**src/sv/bia_pkg.sv**
```systemverilog
`default_nettype none
// -----------------------------------------------------------------------------
// bia_pkg
// Shared types, sizes and helpers for the bitmap ID allocator.
// -----------------------------------------------------------------------------
package bia_pkg;

    localparam int MAX_IDS   = 256;
    localparam int MAP_BYTES = (MAX_IDS + 7) / 8;
    localparam int IDX_W     = (MAP_BYTES > 1) ? $clog2(MAP_BYTES) : 1;
    localparam int CNT_W     = $clog2(MAX_IDS + 1);
    localparam int ID_W      = IDX_W + 3;

    typedef logic [IDX_W-1:0] t_idx;
    typedef logic [CNT_W-1:0] t_cnt;
    typedef logic [ID_W-1:0]  t_full_id;

    typedef enum logic [1:0] {
        ST_OK       = 2'd0,
        ST_FULL     = 2'd1,
        ST_BAD_FREE = 2'd2
    } t_status;

    localparam logic OP_ALLOC = 1'b0;
    localparam logic OP_FREE  = 1'b1;

    typedef struct packed {
        logic       op;
        logic [7:0] free_id;
    } t_in_item;

    typedef struct packed {
        t_status    status;
        logic [7:0] given_id;
        logic [8:0] live_count;
    } t_out_item;

    // controller -> datapath
    typedef struct packed {
        logic load;    // latch request, rewind scan pointer
        logic step;    // advance scan pointer
        logic commit;  // update map and count, load result register
        logic alloc;   // current request is an allocate
    } t_cmd;

    // datapath -> controller
    typedef struct packed {
        logic open_found;  // current byte has a clear, valid bit
        logic last_byte;   // scan pointer is at the final byte
    } t_sts;

    // Bits of byte b that map to IDs below MAX_IDS.
    function automatic logic [7:0] valid_mask(input t_idx b);
        int left;
        left = MAX_IDS - int'(b) * 8;
        if (left >= 8) begin
            valid_mask = 8'hff;
        end else begin
            valid_mask = 8'((32'd1 << left) - 32'd1);
        end
    endfunction

endpackage
`default_nettype wire

```
**src/sv/bia_ctrl.sv**
```systemverilog
`default_nettype none
// -----------------------------------------------------------------------------
// bia_ctrl
// Request sequencer: idle / byte scan / free check, result handoff.
// -----------------------------------------------------------------------------
module bia_ctrl (
    input  wire logic          i_clk,
    input  wire logic          i_rst_n,
    input  wire logic          i_in_valid,
    input  wire logic          i_in_op,
    output logic               o_in_stall,
    output logic               o_out_valid,
    input  wire logic          i_out_stall,
    input  bia_pkg::t_sts      i_sts,
    output bia_pkg::t_cmd      o_cmd
);
    import bia_pkg::*;

    typedef enum logic [2:0] {
        S_IDLE = 3'b001,
        S_SCAN = 3'b010,
        S_FREE = 3'b100
    } t_state;

    t_state r_state, n_state;
    logic   r_out_valid, n_out_valid;
    logic   w_slot_free;
    logic   w_accept;

    assign w_slot_free = !r_out_valid || !i_out_stall;
    assign o_in_stall  = (r_state != S_IDLE);
    assign w_accept    = i_in_valid && (r_state == S_IDLE);
    assign o_out_valid = r_out_valid;

    always_comb begin
        n_state      = r_state;
        o_cmd        = '0;
        o_cmd.alloc  = (r_state == S_SCAN);
        case (r_state)
            S_IDLE: begin
                if (w_accept) begin
                    o_cmd.load = 1'b1;
                    n_state    = (i_in_op == OP_FREE) ? S_FREE : S_SCAN;
                end
            end
            S_SCAN: begin
                if (i_sts.open_found || i_sts.last_byte) begin
                    // found a byte, or map is full: finish once the slot frees
                    if (w_slot_free) begin
                        o_cmd.commit = 1'b1;
                        n_state      = S_IDLE;
                    end
                end else begin
                    o_cmd.step = 1'b1;
                end
            end
            S_FREE: begin
                if (w_slot_free) begin
                    o_cmd.commit = 1'b1;
                    n_state      = S_IDLE;
                end
            end
            default: begin
                n_state = S_IDLE;
            end
        endcase
    end

    always_comb begin
        n_out_valid = r_out_valid;
        if (o_cmd.commit) begin
            n_out_valid = 1'b1;
        end else if (!i_out_stall) begin
            n_out_valid = 1'b0;
        end
    end

    always_ff @(posedge i_clk) begin
        if (!i_rst_n) begin
            r_state     <= S_IDLE;
            r_out_valid <= 1'b0;
        end else begin
            r_state     <= n_state;
            r_out_valid <= n_out_valid;
        end
    end

endmodule
`default_nettype wire

```
**src/sv/bia_datapath.sv**
```systemverilog
`default_nettype none
// -----------------------------------------------------------------------------
// bia_datapath
// Allocation bitmap, live count, scan pointer and result register.
// -----------------------------------------------------------------------------
module bia_datapath (
    input  wire logic          i_clk,
    input  wire logic          i_rst_n,
    input  bia_pkg::t_in_item  i_in,
    input  bia_pkg::t_cmd      i_cmd,
    output bia_pkg::t_sts      o_sts,
    output bia_pkg::t_out_item o_out
);
    import bia_pkg::*;

    logic [7:0] r_map [MAP_BYTES];
    t_cnt       r_count;
    t_idx       r_idx;
    logic [7:0] r_free_id;
    t_out_item  r_out, n_out;

    t_idx       w_free_idx;
    t_idx       w_addr;
    logic [7:0] w_byte;
    logic [7:0] w_open;
    logic [2:0] w_bit;
    logic [2:0] w_free_bit;
    logic       w_in_range;
    logic       w_free_ok;
    t_full_id   w_full_id;

    assign w_free_idx = t_idx'(r_free_id >> 3);
    assign w_free_bit = r_free_id[2:0];
    assign w_addr     = i_cmd.alloc ? r_idx : w_free_idx;
    assign w_byte     = r_map[w_addr];
    assign w_open     = valid_mask(r_idx) & ~w_byte;
    assign w_in_range = (32'(r_free_id) < MAX_IDS);
    assign w_free_ok  = w_in_range && w_byte[w_free_bit];
    assign w_full_id  = {r_idx, w_bit};

    // lowest clear bit
    always_comb begin
        w_bit = 3'd0;
        for (int i = 7; i >= 0; i--) begin
            if (w_open[i]) begin
                w_bit = 3'(i);
            end
        end
    end

    assign o_sts.open_found = |w_open;
    assign o_sts.last_byte  = (r_idx == t_idx'(MAP_BYTES - 1));

    always_comb begin
        n_out            = r_out;
        n_out.given_id   = '0;
        n_out.live_count = 9'(r_count);
        if (i_cmd.alloc) begin
            if (|w_open) begin
                n_out.status     = ST_OK;
                n_out.given_id   = 8'(w_full_id);
                n_out.live_count = 9'(r_count + t_cnt'(1));
            end else begin
                n_out.status = ST_FULL;
            end
        end else begin
            if (w_free_ok) begin
                n_out.status = ST_OK;
                if (r_count != '0) begin
                    n_out.live_count = 9'(r_count - t_cnt'(1));
                end
            end else begin
                n_out.status = ST_BAD_FREE;
            end
        end
    end

    always_ff @(posedge i_clk) begin
        if (!i_rst_n) begin
            for (int i = 0; i < MAP_BYTES; i++) begin
                r_map[i] <= 8'h00;
            end
            r_count <= '0;
        end else if (i_cmd.commit) begin
            if (i_cmd.alloc) begin
                if (|w_open) begin
                    r_map[r_idx][w_bit] <= 1'b1;
                    r_count             <= r_count + t_cnt'(1);
                end
            end else if (w_free_ok) begin
                r_map[w_free_idx][w_free_bit] <= 1'b0;
                if (r_count != '0) begin
                    r_count <= r_count - t_cnt'(1);
                end
            end
        end
    end

    always_ff @(posedge i_clk) begin
        if (i_cmd.load) begin
            r_idx     <= '0;
            r_free_id <= i_in.free_id;
        end else if (i_cmd.step) begin
            r_idx <= r_idx + t_idx'(1);
        end
        if (i_cmd.commit) begin
            r_out <= n_out;
        end
    end

    assign o_out = r_out;

endmodule
`default_nettype wire

```
**src/sv/bitmap_id_allocator.sv**
```systemverilog
`default_nettype none
// -----------------------------------------------------------------------------
// bitmap_id_allocator
// First-free ID allocator over a byte-organized bitmap with a live count.
// -----------------------------------------------------------------------------
//
//   channel | direction | handshake                | payload
//   --------+-----------+--------------------------+---------------------------
//   in      | request   | i_in_valid / o_in_stall  | op, free_id
//   out     | result    | o_out_valid / i_out_stall| status, given_id, live_count
//
// Allocate: accept, then a byte-by-byte scan of the bitmap from byte 0 to the
//   first non-full byte (or the last byte), then commit once the result slot
//   is free. The single byte-wide scan port over the map forces the byte scan.
// Free: accept, then byte check and update once the result slot is free.
// Reset (synchronous, active low) clears the whole bitmap and count at once.
// A result waits in its own register; a new request is taken while it sits
// stalled, but the next request cannot finish until that register is taken.
// -----------------------------------------------------------------------------
module bitmap_id_allocator (
    input  wire logic          i_clk,
    input  wire logic          i_rst_n,
    input  wire logic          i_in_valid,
    output logic               o_in_stall,
    input  bia_pkg::t_in_item  i_in,
    output logic               o_out_valid,
    input  wire logic          i_out_stall,
    output bia_pkg::t_out_item o_out
);
    import bia_pkg::*;

    t_cmd w_cmd;  // sequencer commands to the datapath
    t_sts w_sts;  // scan / check status back to the sequencer

    // Sequencer: idle, byte-by-byte scan for allocate, one-shot check for free.
    bia_ctrl u_ctrl (
        .i_clk       (i_clk),
        .i_rst_n     (i_rst_n),
        .i_in_valid  (i_in_valid),
        .i_in_op     (i_in.op),
        .o_in_stall  (o_in_stall),
        .o_out_valid (o_out_valid),
        .i_out_stall (i_out_stall),
        .i_sts       (w_sts),
        .o_cmd       (w_cmd)
    );

    // Bitmap, counter, scan pointer and result register.
    bia_datapath u_dp (
        .i_clk   (i_clk),
        .i_rst_n (i_rst_n),
        .i_in    (i_in),
        .i_cmd   (w_cmd),
        .o_sts   (w_sts),
        .o_out   (o_out)
    );

    // A result is only written when the output register is free or draining.
    a_commit_slot: assert property (@(posedge i_clk) disable iff (!i_rst_n)
        w_cmd.commit |-> (!o_out_valid || !i_out_stall))
        else $error("result committed over a held result");

    // After a request is taken the block reports busy in the next cycle.
    a_busy_after_accept: assert property (@(posedge i_clk) disable iff (!i_rst_n)
        (i_in_valid && !o_in_stall) |=> o_in_stall)
        else $error("request accepted with no busy cycle");

    // Full is reported only when every ID is live.
    a_full_count: assert property (@(posedge i_clk) disable iff (!i_rst_n)
        (o_out_valid && o_out.status == ST_FULL) |-> (o_out.live_count == 9'(MAX_IDS)))
        else $error("full reported with free IDs left");

    // Scan advance and completion never coincide.
    a_step_commit: assert property (@(posedge i_clk) disable iff (!i_rst_n)
        w_cmd.step |-> !w_cmd.commit)
        else $error("scan stepped on completion");

endmodule
`default_nettype wire

```
**config.mk**
```make
export PLATFORM = sky130hd
export DESIGN_NAME = bitmap_id_allocator
export DESIGN_NICKNAME = d
export VERILOG_FILES = /design/src/sv/bia_pkg.sv /design/src/sv/bia_ctrl.sv /design/src/sv/bia_datapath.sv /design/src/sv/bitmap_id_allocator.sv
export SDC_FILE = /design/constraint.sdc
export NUM_CORES = 1
export LEC_CHECK = 0
export BUFFER_PORTS_ARGS = -buffer_cell sky130_fd_sc_hd__buf_2
export CORE_MARGIN = 4
export CORE_UTILIZATION = 35
export CTS_CLUSTER_DIAMETER = 80
export DETAILED_ROUTE_END_ITERATION = 6
export GPL_ROUTABILITY_DRIVEN = 0
export SYNTH_ARGS = -nofsm -noshare
export SYNTH_HDL_FRONTEND = slang
export SYNTH_SLANG_ARGS = --single-unit
```
**constraint.sdc**
```tcl
create_clock -name i_clk -period 4.35 [get_ports i_clk]
set_input_delay 1.0875 -clock i_clk [delete_from_list [all_inputs] [get_ports i_clk]]
set_output_delay 1.0875 -clock i_clk [all_outputs]
set_load 0.005 [all_outputs]
```
## Word-level counts from Yosys, hierarchy flattened

Memory sizes are Yosys's and may differ from the RTL's.
Index checks and enable logic that the tools add are counted.

- Bits in registers: 45
- Memory bits (writable): 256
- Bits of input ports: 13
- Output and inout port bits: 21
- Memories: 1

- Add/sub/neg operators: 5
- $lt $le $gt $ge: 5
- Eq/ne operators: 9
- Shift-type cells: 1
- Mux-type cells: 56
- Bitwise operators: 2
- Reductions and logical operators: 14

Memories:

| memory | depth | bits a word | rd ports | clocked after Yosys merged registers in | write ports | line | text |
|---|---|---|---|---|---|---|---|
| u_dp.r_map | 32 | 8 | 1 | 0 | 32 | bia_datapath.sv:16 | `logic [7:0] r_map [MAP_BYTES];` |

Operators by type and width:

| cell | count |
|---|---|
| 8-bit 2-to-1 mux | 7 |
| 9-bit 2-to-1 mux | 6 |
| 3-bit 2-to-1 mux | 12 |
| 32-bit by 5-bit greater-or-equal comparator with 1-bit output (second input constant) | 1 |
| 1-bit by 32-bit << shifter with 8-bit output (first input constant) | 1 |
| 8-bit OR reduction | 3 |
| 1-bit 2-to-1 mux | 21 |
| 5-bit 2-to-1 mux | 3 |
| 9-bit by 8-bit subtractor with 10-bit output (first input constant) | 1 |
| 9-bit by 1-bit adder with 9-bit output (second input constant) | 1 |
| 3-bit case mux with 3 select lines | 1 |
| 9-bit nonzero test | 1 |
| 9-bit by 1-bit subtractor with 9-bit output (second input constant) | 1 |
| 8-bit AND | 1 |
| 3-bit by 4-bit < comparator with 1-bit output (second input constant) | 2 |
| 8-bit NOT | 1 |
| 8-bit by 1-bit subtractor with 8-bit output (second input constant) | 1 |
| 1-bit demux with 3-bit select | 2 |
| 3-bit by 1-bit greater-or-equal comparator with 1-bit output (second input constant) | 2 |
| 2-bit AND reduction | 3 |
| 5-bit by 1-bit adder with 5-bit output (second input constant) | 1 |
| 5-bit equality test (second input constant) | 1 |
| 2-bit 2-to-1 mux | 2 |
| 2-bit by 1-bit != test with 1-bit output (second input constant) | 2 |
| other kinds (10) | 15 |

## Depth between registers and ports, before layout

Gate-level depths: netlist of run 1.

- Word-level depth: 21
- Depth in mapped cells: 18
- Gate-level depth less buffers: 11

## Cells and area by module

From an unflattened synthesis of run 1, not the netlist that was laid out.

- Cell total of the unflattened synthesis: 1,885
- Area, all modules: 17,390.4 sq um

Modules (own cells, without submodules):

| module | instances | cells each | area an instance (sq um) | seq. area each (sq um) |
|---|---|---|---|---|
| bia_datapath | 1 | 1,854 | 17,137.7 | 8,778.4 |
| bia_ctrl | 1 | 31 | 252.7 | 80.1 |

## Worst setup path before layout of run 1

Ideal clock, no wire load.

- Path type: register to register
- Start point: reg u_dp.r_free_id[4]
- End point: reg u_dp.r_out, in the netlist u_dp.o_out[0], enable pin
- Library setup time: 395 ps
- Data arrival time: 3,607 ps
- Slack: 348 ps
- Cell stages (with the launch flop): 13
- Period minus slack after synthesis: 4,002 ps
- Cells stage by stage: edfxtp_1 buf_2 buf_4 buf_2 mux4_2 or2_2 a22oi_1 nand4b_1 nor3_1 a41oi_1 nor2_1 o21a_1 nor2_1

- Word-level cells in the longest chain between the ends: 8

RTL lines:

| element | line | text |
|---|---|---|
| start, declared | bia_datapath.sv:19 | `logic [7:0] r_free_id;` |
| start signal, assigned | bia_datapath.sv:102 | `r_free_id <= i_in.free_id;` |
| 5-bit 2-to-1 mux | bia_datapath.sv:34 | `assign w_addr = i_cmd.alloc ? r_idx : w_free_idx;` |
| memory read 32 x 8 bit | -- |  |
| 8-bit NOT | bia_datapath.sv:36 | `assign w_open = valid_mask(r_idx) & ~w_byte;` |
| 8-bit AND | bia_datapath.sv:36 |  |
| 8-bit OR reduction | bia_datapath.sv:51 | `assign o_sts.open_found = \|w_open;` |
| 1-bit logical OR | bia_ctrl.sv:47 | `if (i_sts.open_found \|\| i_sts.last_byte) begin` |
| 1-bit 2-to-1 mux | bia_ctrl.sv:47 |  |
| 1-bit case mux with 2 select lines | bia_ctrl.sv:39 | `case (r_state)` |
| end signal, assigned | bia_datapath.sv:107 | `r_out <= n_out;` |
| end, declared | bia_datapath.sv:20 | `t_out_item r_out, n_out;` |

Every way passes these cells.
A chain may end at the register's enable or synchronous reset.

==> results of run 1 <==
[power groups by stage]
stage	logic, uW	registers (uW)	clock network, uW
floorplan	430	3340	0
global placement	728	3360	0
detailed placement	741	3360	0
CTS	754	3300	3110
global route	845	3310	3230
finish	801	3300	3060
[tightest hold or removal path, stage by stage (launching register included)]
cell and delay, ps:
dfxtp_1 350, o21ai_0 90, a21oi_1 70
[metal layers]
| metal | routed length [microns] | share of wire (%) | vias to the layer above | GRT usage (%) |
|---|---|---|---|---|
| li1 | - | - | 6977 | - |
| met1 | 25900 | 41 | 7854 | 29.8 |
| met2 | 28800 | 45 | 872 | 34.2 |
| met5 | 0 | 0 | - | 0 |
| met3 | 6300 | 9.9 | 154 | 5.14 |
| met4 | 2560 | 4.0 | 0 | 8.37 |
[logic make-up (layout without fill, tap and decap cells)]
kind of cell | after synthesis | after routing | share of synthesized area, %
compound gates | 506 | 506 | 17.5
xor+xnor | 11 | 11 | 0.523
fa+ha+maj | 5 | 5 | 0.340
buf+inv | 254 | 363 | 6.27
flops | 301 | 301 | 48.1
mux | 137 | 137 | 10.1
simple gates | 589 | 589 | 17.2
[state kept, by name, indices dropped and copies added (netlist names)]
signal	flops
u_ctrl.r_state	3
u_dp.r_idx	5
u_ctrl.o_out_valid	1
u_dp.r_count	9
u_dp.r_map	256
u_dp.r_free_id	8
u_dp.o_out	19
[path summary, 6_finish.rpt]
path                        to  depth (start not counted)              start  slack, ps
max          u_dp.r_map[19][1]                         18  u_ctrl.r_state[0]         20
min            u_dp.r_count[5]                          2    u_dp.r_count[5]        560
max reg2reg  u_dp.r_map[19][1]                         18  u_ctrl.r_state[0]         20
min reg2reg    u_dp.r_count[5]                          2    u_dp.r_count[5]        560
[Yosys cell counts (all sizes together) (11+ instances only)]
cell     count  share of area [%]
dfxtp       18                2.0
mux4        37                4.5
a211oi      50                2.1
inv         36               0.73
nand3       41                1.1
o22a        33                1.6
nor3b       11               0.45
or3         11               0.37
nand2       96                2.0
buf        108                3.3
a2111oi     17               0.81
nor2       150                3.1
and2        12               0.41
nor3       183                6.4
mux2i       85                4.6
edfxtp     283                 46
clkbuf     108                2.2
mux2        15               0.92
o21ai      290                7.9
a21oi       27               0.98
or2         16               0.54
[area by class of cell]
type	instances	area share, %
flip-flops and latches	301	39.5
multi-input cells	1248	39.0
repair buffers	261	11.8
clock buffers	43	4.14
well taps	680	3.80
clock inverters	21	1.08
inverters	38	0.637
[through the flow]
stage | utilization [%] | worst slack (ps) | TNS, ps | total power [uW] | cells
after floorplan | - | 348 | 0 | 3770 | 1803
after global placement | 40.4 | -253 | -55620 | 4080 | 2524
after detailed placement | 40.4 | -411 | -115370 | 4100 | 2524
after CTS | 42.9 | 3.36 | 0 | 7160 | 2588
after global routing | 43.3 | -83.8 | -2500 | 7380 | 2592
final | 43.3 | 23.6 | 0 | 7170 | 2592
[timing repair]
action / in CTS / in global routing
hold buffers: 0 / 0
gates resized for setup: 25 / 91
pin swaps: 4 / 8
setup endpoints to repair: 548 / 537
buffers inserted: 0 / 4
==> flow_summary.yaml, run 1 <==
logic_synthesis:
  synth.distinct_cells: 79
  yosysSeqAreaShare_pct: 48.1
  postSynthCellCount: 1803
  syn_area_sq_mm: 0.0184
  async_reset_ff_share_pct: 0
  synth.avg_cell_area_sq_um: 10.2
  postSynthNetCount: 1821
  ys_seq_elements: 301
  synth_ff_type: "edfxtp_1"
  ys_warn_count: 0
  synth_edf_count: 283
place:
  detailed_place.area_sq_mm: 0.0209
  place.port_buffers: 33
  dp_hpwl_mm: 43.0
global_route:
  grt_max_degree: 263
  grt_pass1_wl_mm: 95.7
  antenna_found_initial: 0
  grt_overflow: 0
  grt_pass1_vias: 15300
  grt_use_total_pct: 21.9
worst_setup_path:
  path_common_cell: "buf_4"
  arrival_ps: 4570
  critical-path-top-delay-family: "simple AND/OR/NAND/NOR gates"
  cp_cell_sequence: "buf_4 > nor3b_4 > buf_4 > buf_8 > nor3_1 > buf_4 > or4_4 > a211oi_1 > and4_2 > buf_4 > nand2_1 > o2111ai_1 > nand3_2 > buf_4 > nand2_1 > o31a_2 > buf_12 > o21ai_1"
  cp_data_required_time_ps: 4590
  cp_max_fo: 34
  cp-end-kind: "flop"
  path_class: "flop to flop"
  cp.buffers_inverters: 7
  startpoint_type: "flop"
  slowest_stage: "or4_4"
  critPathMaxStageDelay_ps: 500
clocking:
  numCtsBuffers: 36
  cts_sinks: 301
  path_clk_slew_ps: 60
  cts_root_buffer: "clkbuf_16"
  clock_path_buffers: 3
  cts_tree: "yes"
  h-tree-depth: 2
  clkLatencyLatePin_ps: 560
timing:
  final_max_slew_viol_count: 0
  whs_ps: 561
  slew-limit-headroom_pct: 6.66
  clock.fmax_mhz: 231
  layout_min_cycle_time_ps: 4330
  worst_pin_slew_ps: 1400
  finalSetupViolations: 0
  finalCritPeriodShare_pct: 99.5
  rsz0062_at_grt: "yes"
  hold_viol: 0
  skew_ps: 31.6
worst_hold_path:
  min-delay-path-class: "flop to flop"
floorplanning:
  initial_core_util_pct: 35.6
  die_x_microns: 237
  ios: 34
  die_height_microns: 237
  core-area_sq_mm: 0.0517
  rows: 83
  die_area_sq_mm: 0.0563
layout:
  fillerInstances: 4813
  multiInputGateArea_sq_mm: 0.00873
  layout_commonest_cell: "edfxtp_1"
  fin_area_sq_mm: 0.0224
  drive_above_1_share_pct: 26.5
  nets: 1904
  final_cell_mix: "283 x edfxtp_1, 163 x buf_4, 148 x nor2_1"
  syn_to_final_growth_pct: 21.7
  antenna_cells: 0
  ff_latch_area_sq_mm: 0.00886
power:
  switchingPower_uw: 1760
  p_leak_uw: 0.00742
  seq_power_share_pct: 46.1
  swShare_pct: 24.6
  internal_power_uw: 5410
  powerDensity_mw_per_mm2: 320
  ir_drop_mv: 0.178
  clock_power_share_pct: 42.7
  p_comb_share_pct: 11.2
job:
  drv_cap: 0
route:
  first_pass_iters: 5
  drt-wirelength-per-cell_microns: 24.5
  drtIter0Drc: 1911
  drtAntennaViolNets: 0
  viasPerCell: 6.12
  totalWireLength_mm: 63.5
  via_count: 15900
  remaining_drc_errors: 0
outcome:
  status: "completed"
Power figures use the tool's default switching activity.
==> run 2: changes to the inputs <==
Settings changed: PLACE_DENSITY from default to 0.62.
Clock period 4.35 ns to 5.1 ns, I/O delays scaled along.
==> run 2 against run 1 <==
  * Clock-buffer cell count up 3
  * Largest power group unchanged
  * Sequential power fell by 15%
  * Via count is 2.4% lower
  * Highest routed layer unchanged
  * Critical endpoint is now u_dp.r_map[1][3]
==> flow_summary.yaml, run 2 (synthesis results as in run 1) <==
clocking:
  h-tree-depth: 2
  numCtsBuffers: 35
  cts_sinks: 301
  cts_root_buffer: "clkbuf_16"
  cts_tree: "yes"
  postCtsHoldBufs: 0
  clkLatencyLatePin_ps: 540
  path_clk_slew_ps: 60
  clock_path_buffers: 3
timing:
  hold_viol: 0
  skew_ps: 18.6
  slew-limit-headroom_pct: 15.2
  setup_slack_ps: 131
  layout_min_cycle_time_ps: 4970
  finalCritPeriodShare_pct: 97.4
  rsz0062_at_grt: "no"
  tns_ps: 0
  worst_pin_slew_ps: 1270
  clock.fmax_mhz: 201
  final_max_slew_viol_count: 0
  finalSetupViolations: 0
layout:
  syn_to_final_growth_pct: 11.3
  top_register: "u_dp.r_map"
  ff_latch_area_sq_mm: 0.00886
  multiInputGateArea_sq_mm: 0.00849
  final_cell_mix: "283 x edfxtp_1, 189 x o21ai_0, 150 x nor2_1"
  fillerInstances: 4939
  drive_above_1_share_pct: 18.8
  layout_commonest_cell: "edfxtp_1"
  antenna_cells: 0
  fin_cells: 2460
  largest_reg_flops: 256
  nets: 1772
  fin_area_sq_mm: 0.0205
worst_hold_path:
  whs_path_depth: 2
  min_to: "u_dp.r_count[5]"
  hold_start: "u_dp.r_count[5]"
  min-delay-path-class: "flop to flop"
worst_setup_path:
  cp_cell_sequence: "nand4bb_1 > o21ai_1 > buf_4 > a211oi_1 > o21ai_0 > o2111ai_1 > o22ai_1 > o22ai_1 > nor3_4 > a21o_2 > buf_4 > o22a_1 > o21ai_0"
  cp_data_required_time_ps: 5320
  r2r_slack_ps: 130
  critPathMaxStageDelay_ps: 680
  critical-path-top-delay-family: "compound AO/OA/AOI/OAI gates"
  r2r-start: "u_dp.r_idx[2]"
  slowest_stage: "dfxtp_1"
  reg2reg_depth: 13
  cp-end-kind: "flop"
  startpoint_type: "flop"
  path_class: "flop to flop"
  cp_max_fo: 13
  arrival_ps: 5190
  cp.buffers_inverters: 2
  reg2reg_to: "u_dp.r_map[1][3]"
global_route:
  antenna_found_initial: 0
  grt_max_degree: 130
  grt_pass1_vias: 14600
  grt_use_total_pct: 20.9
  grt_pass1_wl_mm: 92.4
  grt_overflow: 0
floorplanning:
  initial_core_util_pct: 35.6
  die_height_microns: 237
  ios: 34
  rows: 83
  die_area_sq_mm: 0.0563
  core-area_sq_mm: 0.0517
  die_x_microns: 237
route:
  drt-wirelength-per-cell_microns: 24.8
  first_pass_iters: 6
  remaining_drc_errors: 0
  viasPerCell: 6.29
  via_count: 15500
  drtAntennaViolNets: 0
  drtIter0Drc: 2119
  totalWireLength_mm: 61.1
place:
  pre_cts_ws_ps: 223
  place.port_buffers: 33
  dp_hpwl_mm: 39.6
  dpl.cell_count: 2397
  detailed_place.area_sq_mm: 0.0194
outcome:
  status: "completed"
power:
  ir_drop_mv: 0.157
  powerDensity_mw_per_mm2: 280
  p_leak_uw: 0.00644
  finalPower_uw: 5740
job:
  drv_cap: 0
==> run 2: cell types whose count changed in the layout (fill, tap and decap cells not counted), sizes merged <==
| cell | before | now |
|---|---|---|
| bufinv | 5 | 0 |
| clkinvlp | 2 | 4 |
| buf | 261 | 130 |
| clkinv | 15 | 14 |
| clkbuf | 43 | 46 |
==> run 2: worst max path at each step <==
stage,startpoint,end,slack [ps],cells after the start
6_report,u_dp.r_idx[2],u_dp.r_map[1][3],130,13
3_3_place_gp,u_dp.r_free_id[3],u_dp.r_map[13][6],210,14
4_1_cts,u_ctrl.r_state[1],u_dp.r_map[20][7],210,12
2_1_floorplan,u_dp.r_free_id[4],u_dp.o_out[0],1100,12
3_5_place_dp,u_ctrl.r_state[1],u_dp.r_map[20][7],220,12
5_1_grt,u_ctrl.r_state[2],u_dp.r_map[10][3],40,15
==> run 2: routing by layer <==
layer | global-route usage, % | routed length (microns) | vias up
met3 | 3.85 | 6050 | 170
met2 | 32.4 | 27600 | 925
met1 | 29.1 | 24800 | 7677
met5 | 0 | 0 | -
met4 | 8.32 | 2560 | 0
li1 | - | - | 6710
==> run 2: through the flow <==
stage	hold WS (ps)	utilization (%)
floorplan	508	-
global placement	525	37.6
detailed placement	547	37.6
CTS	555	39.6
global route	576	39.6
finish	561	39.6
==> run 2: repair_timing <==
| action | 4_1_cts | 5_1_grt |
|---|---|---|
| setup buffers | 0 | 0 |
| gates resized for setup | 0 | 7 |
| setup endpoints to repair | 0 | 121 |
==> run 2: final cells by class <==
cell class / instances / share of cell area [%]
Clock buffer: 46 / 4.63
Clock inverter: 17 / 0.495
Inverter: 38 / 0.696
Multi-Input combinational cell: 1248 / 41.4
Sequential cell: 301 / 43.2
Tap cell: 680 / 4.15
Timing Repair Buffer: 130 / 5.37
==> run 2: tightest hold or removal path, stage by stage (launching register included) <==
cell	delay, ps
dfxtp_1	360
o21ai_0	90
a21oi_1	60
==> run 2: power breakdown <==
part	internal, uW	switching, uW
Combinational	204	356
Sequential	2770	51.5
Clock	1320	1040
Total	4290	1440
==> run 3: changes to the inputs <==
Settings changed: PLACE_DENSITY 0.62 to 0.63, SYNTH_HIERARCHICAL from default to 1.
Clock period 5.1 ns to 4.3 ns, I/O delays scaled along.
==> run 3 against run 2 <==
  * The run now ends with DRC, setup timing left
  * Synthesized area down 5.6%
  * Total power up 41%
  * Via count up 14%
  * Critical endpoint is now u_dp/r_map[14][5]
  * Routed wire length up 22%
  * Sequential share of layout area down 8.9 points
  * Sequential power up 18%
  * Fmax down 9.1%
  * Clock-buffer cell count down 4
  * First-iteration DRC count up 5.0%
  * Synthesized cell count up 4.5%
  * Largest cell class is now multi-input gates
==> flow_summary.yaml, run 3 <==
global_route:
  grt_overflow: 0
  grt_pass1_vias: 16300
  grt_pass1_wl_mm: 102
  grt_use_total_pct: 25.1
  antenna_found_initial: 0
  grt_max_degree: 48
timing:
  worst_pin_slew_ps: 1440
  clock.fmax_mhz: 183
  finalSetupViolations: 548
  skew_ps: 25.2
  slew-limit-headroom_pct: 3.82
  rsz0062_at_grt: "yes"
  final_max_slew_viol_count: 0
  finalCritPeriodShare_pct: 127
  setup_slack_ps: -1170
  tns_ps: -527110
  layout_min_cycle_time_ps: 5470
  hold_viol: 0
worst_setup_path:
  cp-end-kind: "flop"
  startpoint_type: "flop"
  r2r-start: "u_ctrl/r_state[0]"
  cp_max_fo: 7
  path_class: "flop to flop"
  reg2reg_to: "u_dp/r_map[14][5]"
  r2r_slack_ps: -1170
  reg2reg_depth: 24
  arrival_ps: 5800
  cp_data_required_time_ps: 4630
floorplanning:
  ios: 34
  die_x_microns: 231
  core-area_sq_mm: 0.0491
  die_area_sq_mm: 0.0533
  rows: 81
  initial_core_util_pct: 35.5
  die_height_microns: 231
route:
  totalWireLength_mm: 74.4
  first_pass_iters: 7
  viasPerCell: 6.06
  remaining_drc_errors: 5
  via_count: 17700
  drt-wirelength-per-cell_microns: 25.5
  drtAntennaViolNets: 0
  drtIter0Drc: 2226
layout:
  layout_commonest_cell: "nor2_1"
  largest_reg_flops: 256
  fillerInstances: 4226
  syn_to_final_growth_pct: 48.4
  drive_above_1_share_pct: 42.5
  antenna_cells: 0
  top_register: "u_dp/r_map"
  fin_cells: 2914
  nets: 2240
  final_cell_mix: "366 x nor2_1, 291 x buf_4, 283 x edfxtp_1"
clocking:
  cts_root_buffer: "clkbuf_16"
  path_clk_slew_ps: 60
  cts_sinks: 301
  h-tree-depth: 2
  numCtsBuffers: 37
  postCtsHoldBufs: 0
  cts_tree: "yes"
  clkLatencyLatePin_ps: 580
  clock_path_buffers: 3
logic_synthesis:
  yosys.area.top_type: "edfxtp_1"
  synth.avg_cell_area_sq_um: 9.23
  yosysSeqAreaShare_pct: 50.9
  synth_common_cells: "571 x nor2_1, 283 x edfxtp_1, 113 x a21oi_1"
  synth_ff_type: "edfxtp_1"
  postSynthCellCount: 1885
  yosysMostFrequentCell: "nor2_1"
  synth.distinct_cells: 90
  ys_seq_elements: 301
  synth_edf_count: 283
  yosysTopAreaCellShare_pct: 48.9
  synthTopCellsByArea: "edfxtp_1 49%, nor2_1 12%, a21oi_1 3.3%"
  postSynthNetCount: 1904
  ys_warn_count: 6
  async_reset_ff_share_pct: 0
  syn_area_sq_mm: 0.0174
outcome:
  status: "complete, but fails checks"
  violations: "DRC, setup timing"
power:
  finalPower_uw: 8090
  clock_power_share_pct: 40.6
  seq_power_share_pct: 41.3
  powerDensity_mw_per_mm2: 314
  p_leak_uw: 0.00895
  p_comb_share_pct: 18.1
  internal_power_uw: 5890
  ir_drop_mv: 0.251
  swShare_pct: 27.2
  switchingPower_uw: 2200
place:
  dpl.cell_count: 2748
  place.port_buffers: 33
  dp_hpwl_mm: 47.9
worst_hold_path:
  min_to: "u_dp/r_count[8]"
  whs_path_depth: 1
  min-delay-path-class: "flop to flop"
  hold_start: "u_dp/r_count[8]"
job:
  drv_cap: 0
==> run 3: cells by family (layout without fill, tap and decap cells) <==
group,count (synthesis),in the layout,share of synthesized area [%]
compound gates,431,434,16.4
xor+xnor,12,12,0.604
fa+ha+maj,6,6,0.432
buf+inv,190,545,4.87
flops,301,301,50.9
mux,62,63,4.51
simple gates,883,889,22.2
==> run 3: layout make-up <==
class | count | area [sq um] | share of cell area, %
clock buffers | 42 | 955 | 3.70
clock inverters | 26 | 313 | 1.21
inverters | 21 | 97.6 | 0.378
multi-input cells | 1404 | 10300 | 39.7
flip-flops and latches | 301 | 8860 | 34.4
well taps | 664 | 831 | 3.22
repair buffers | 456 | 4490 | 17.4
==> run 3: layer usage <==
metal	GRT usage, %	wire length, microns	vias to the layer above
met2	39.5	33400	1127
met4	11.0	4540	0
met5	0	0	-
met3	5.81	8270	254
met1	33.1	28100	8723
li1	-	-	7547
==> run 3: critical path, stage by stage, from the launching register on <==
cell and delay [ps]:
dfxtp_2 320, or3b_4 440, clkinv_8 110, mux2_4 380, buf_12 160, buf_6 110
mux4_2 470, o2111ai_2 240, a311o_1 250, a22o_1 190, o41a_1 240, o21ai_1 80
mux2_4 290, a211oi_4 210, buf_6 140, nand2_4 50, nor2_4 100, nor4b_4 220
buf_6 210, buf_12 160, buf_12 110, buf_12 110, mux2i_4 320, and2_4 250
nor2_2 50
==> run 3: power groups by stage <==
| stage | sequential [uW] | combinational, uW | clock (uW) |
|---|---|---|---|
| 3_5_place_dp | 3390 | 1170 | 0 |
| 2_1_floorplan | 3370 | 660 | 0 |
| 4_1_cts | 3330 | 1270 | 3310 |
| 6_report | 3340 | 1460 | 3290 |
| 5_1_grt | 3340 | 1510 | 3450 |
| 3_3_place_gp | 3390 | 1160 | 0 |
==> run 3: timing repair <==
item,CTS,global route
pin swaps,24,58
gates cloned,3,18
setup endpoints to repair,547,553
gates resized for setup,123,277
hold endpoints to repair,0,0
buffers inserted,38,41
==> run 3: through the flow <==
| step | setup WS (ps) | area, sq um | utilization (%) | hold WS (ps) |
|---|---|---|---|---|
| after global routing | -1250 | 25800 | 52.6 | 586 |
| final | -1170 | 25800 | 52.6 | 552 |
| after floorplan | -1210 | 18800 | - | 479 |
| after global placement | -1390 | 21700 | 44.3 | 492 |
| after CTS | -938 | 23900 | 48.8 | 564 |
| after detailed placement | -1360 | 21700 | 44.3 | 554 |
==> run 3: how the worst max path moves through the flow <==
stage | depth (start not counted) | startpoint | slack [ps] | endpoint
after floorplan | 22 | u_ctrl/r_state[2] | -1210 | u_dp/r_map[24][2]
after global placement | 23 | u_ctrl/r_state[0] | -1390 | u_dp/r_map[5][3]
after detailed placement | 23 | u_ctrl/r_state[0] | -1360 | u_dp/r_map[5][3]
after CTS | 22 | u_ctrl/r_state[0] | -940 | u_dp/r_map[31][6]
after global routing | 26 | u_ctrl/r_state[0] | -1250 | u_dp/r_map[14][7]
final | 24 | u_ctrl/r_state[0] | -1170 | u_dp/r_map[14][5]
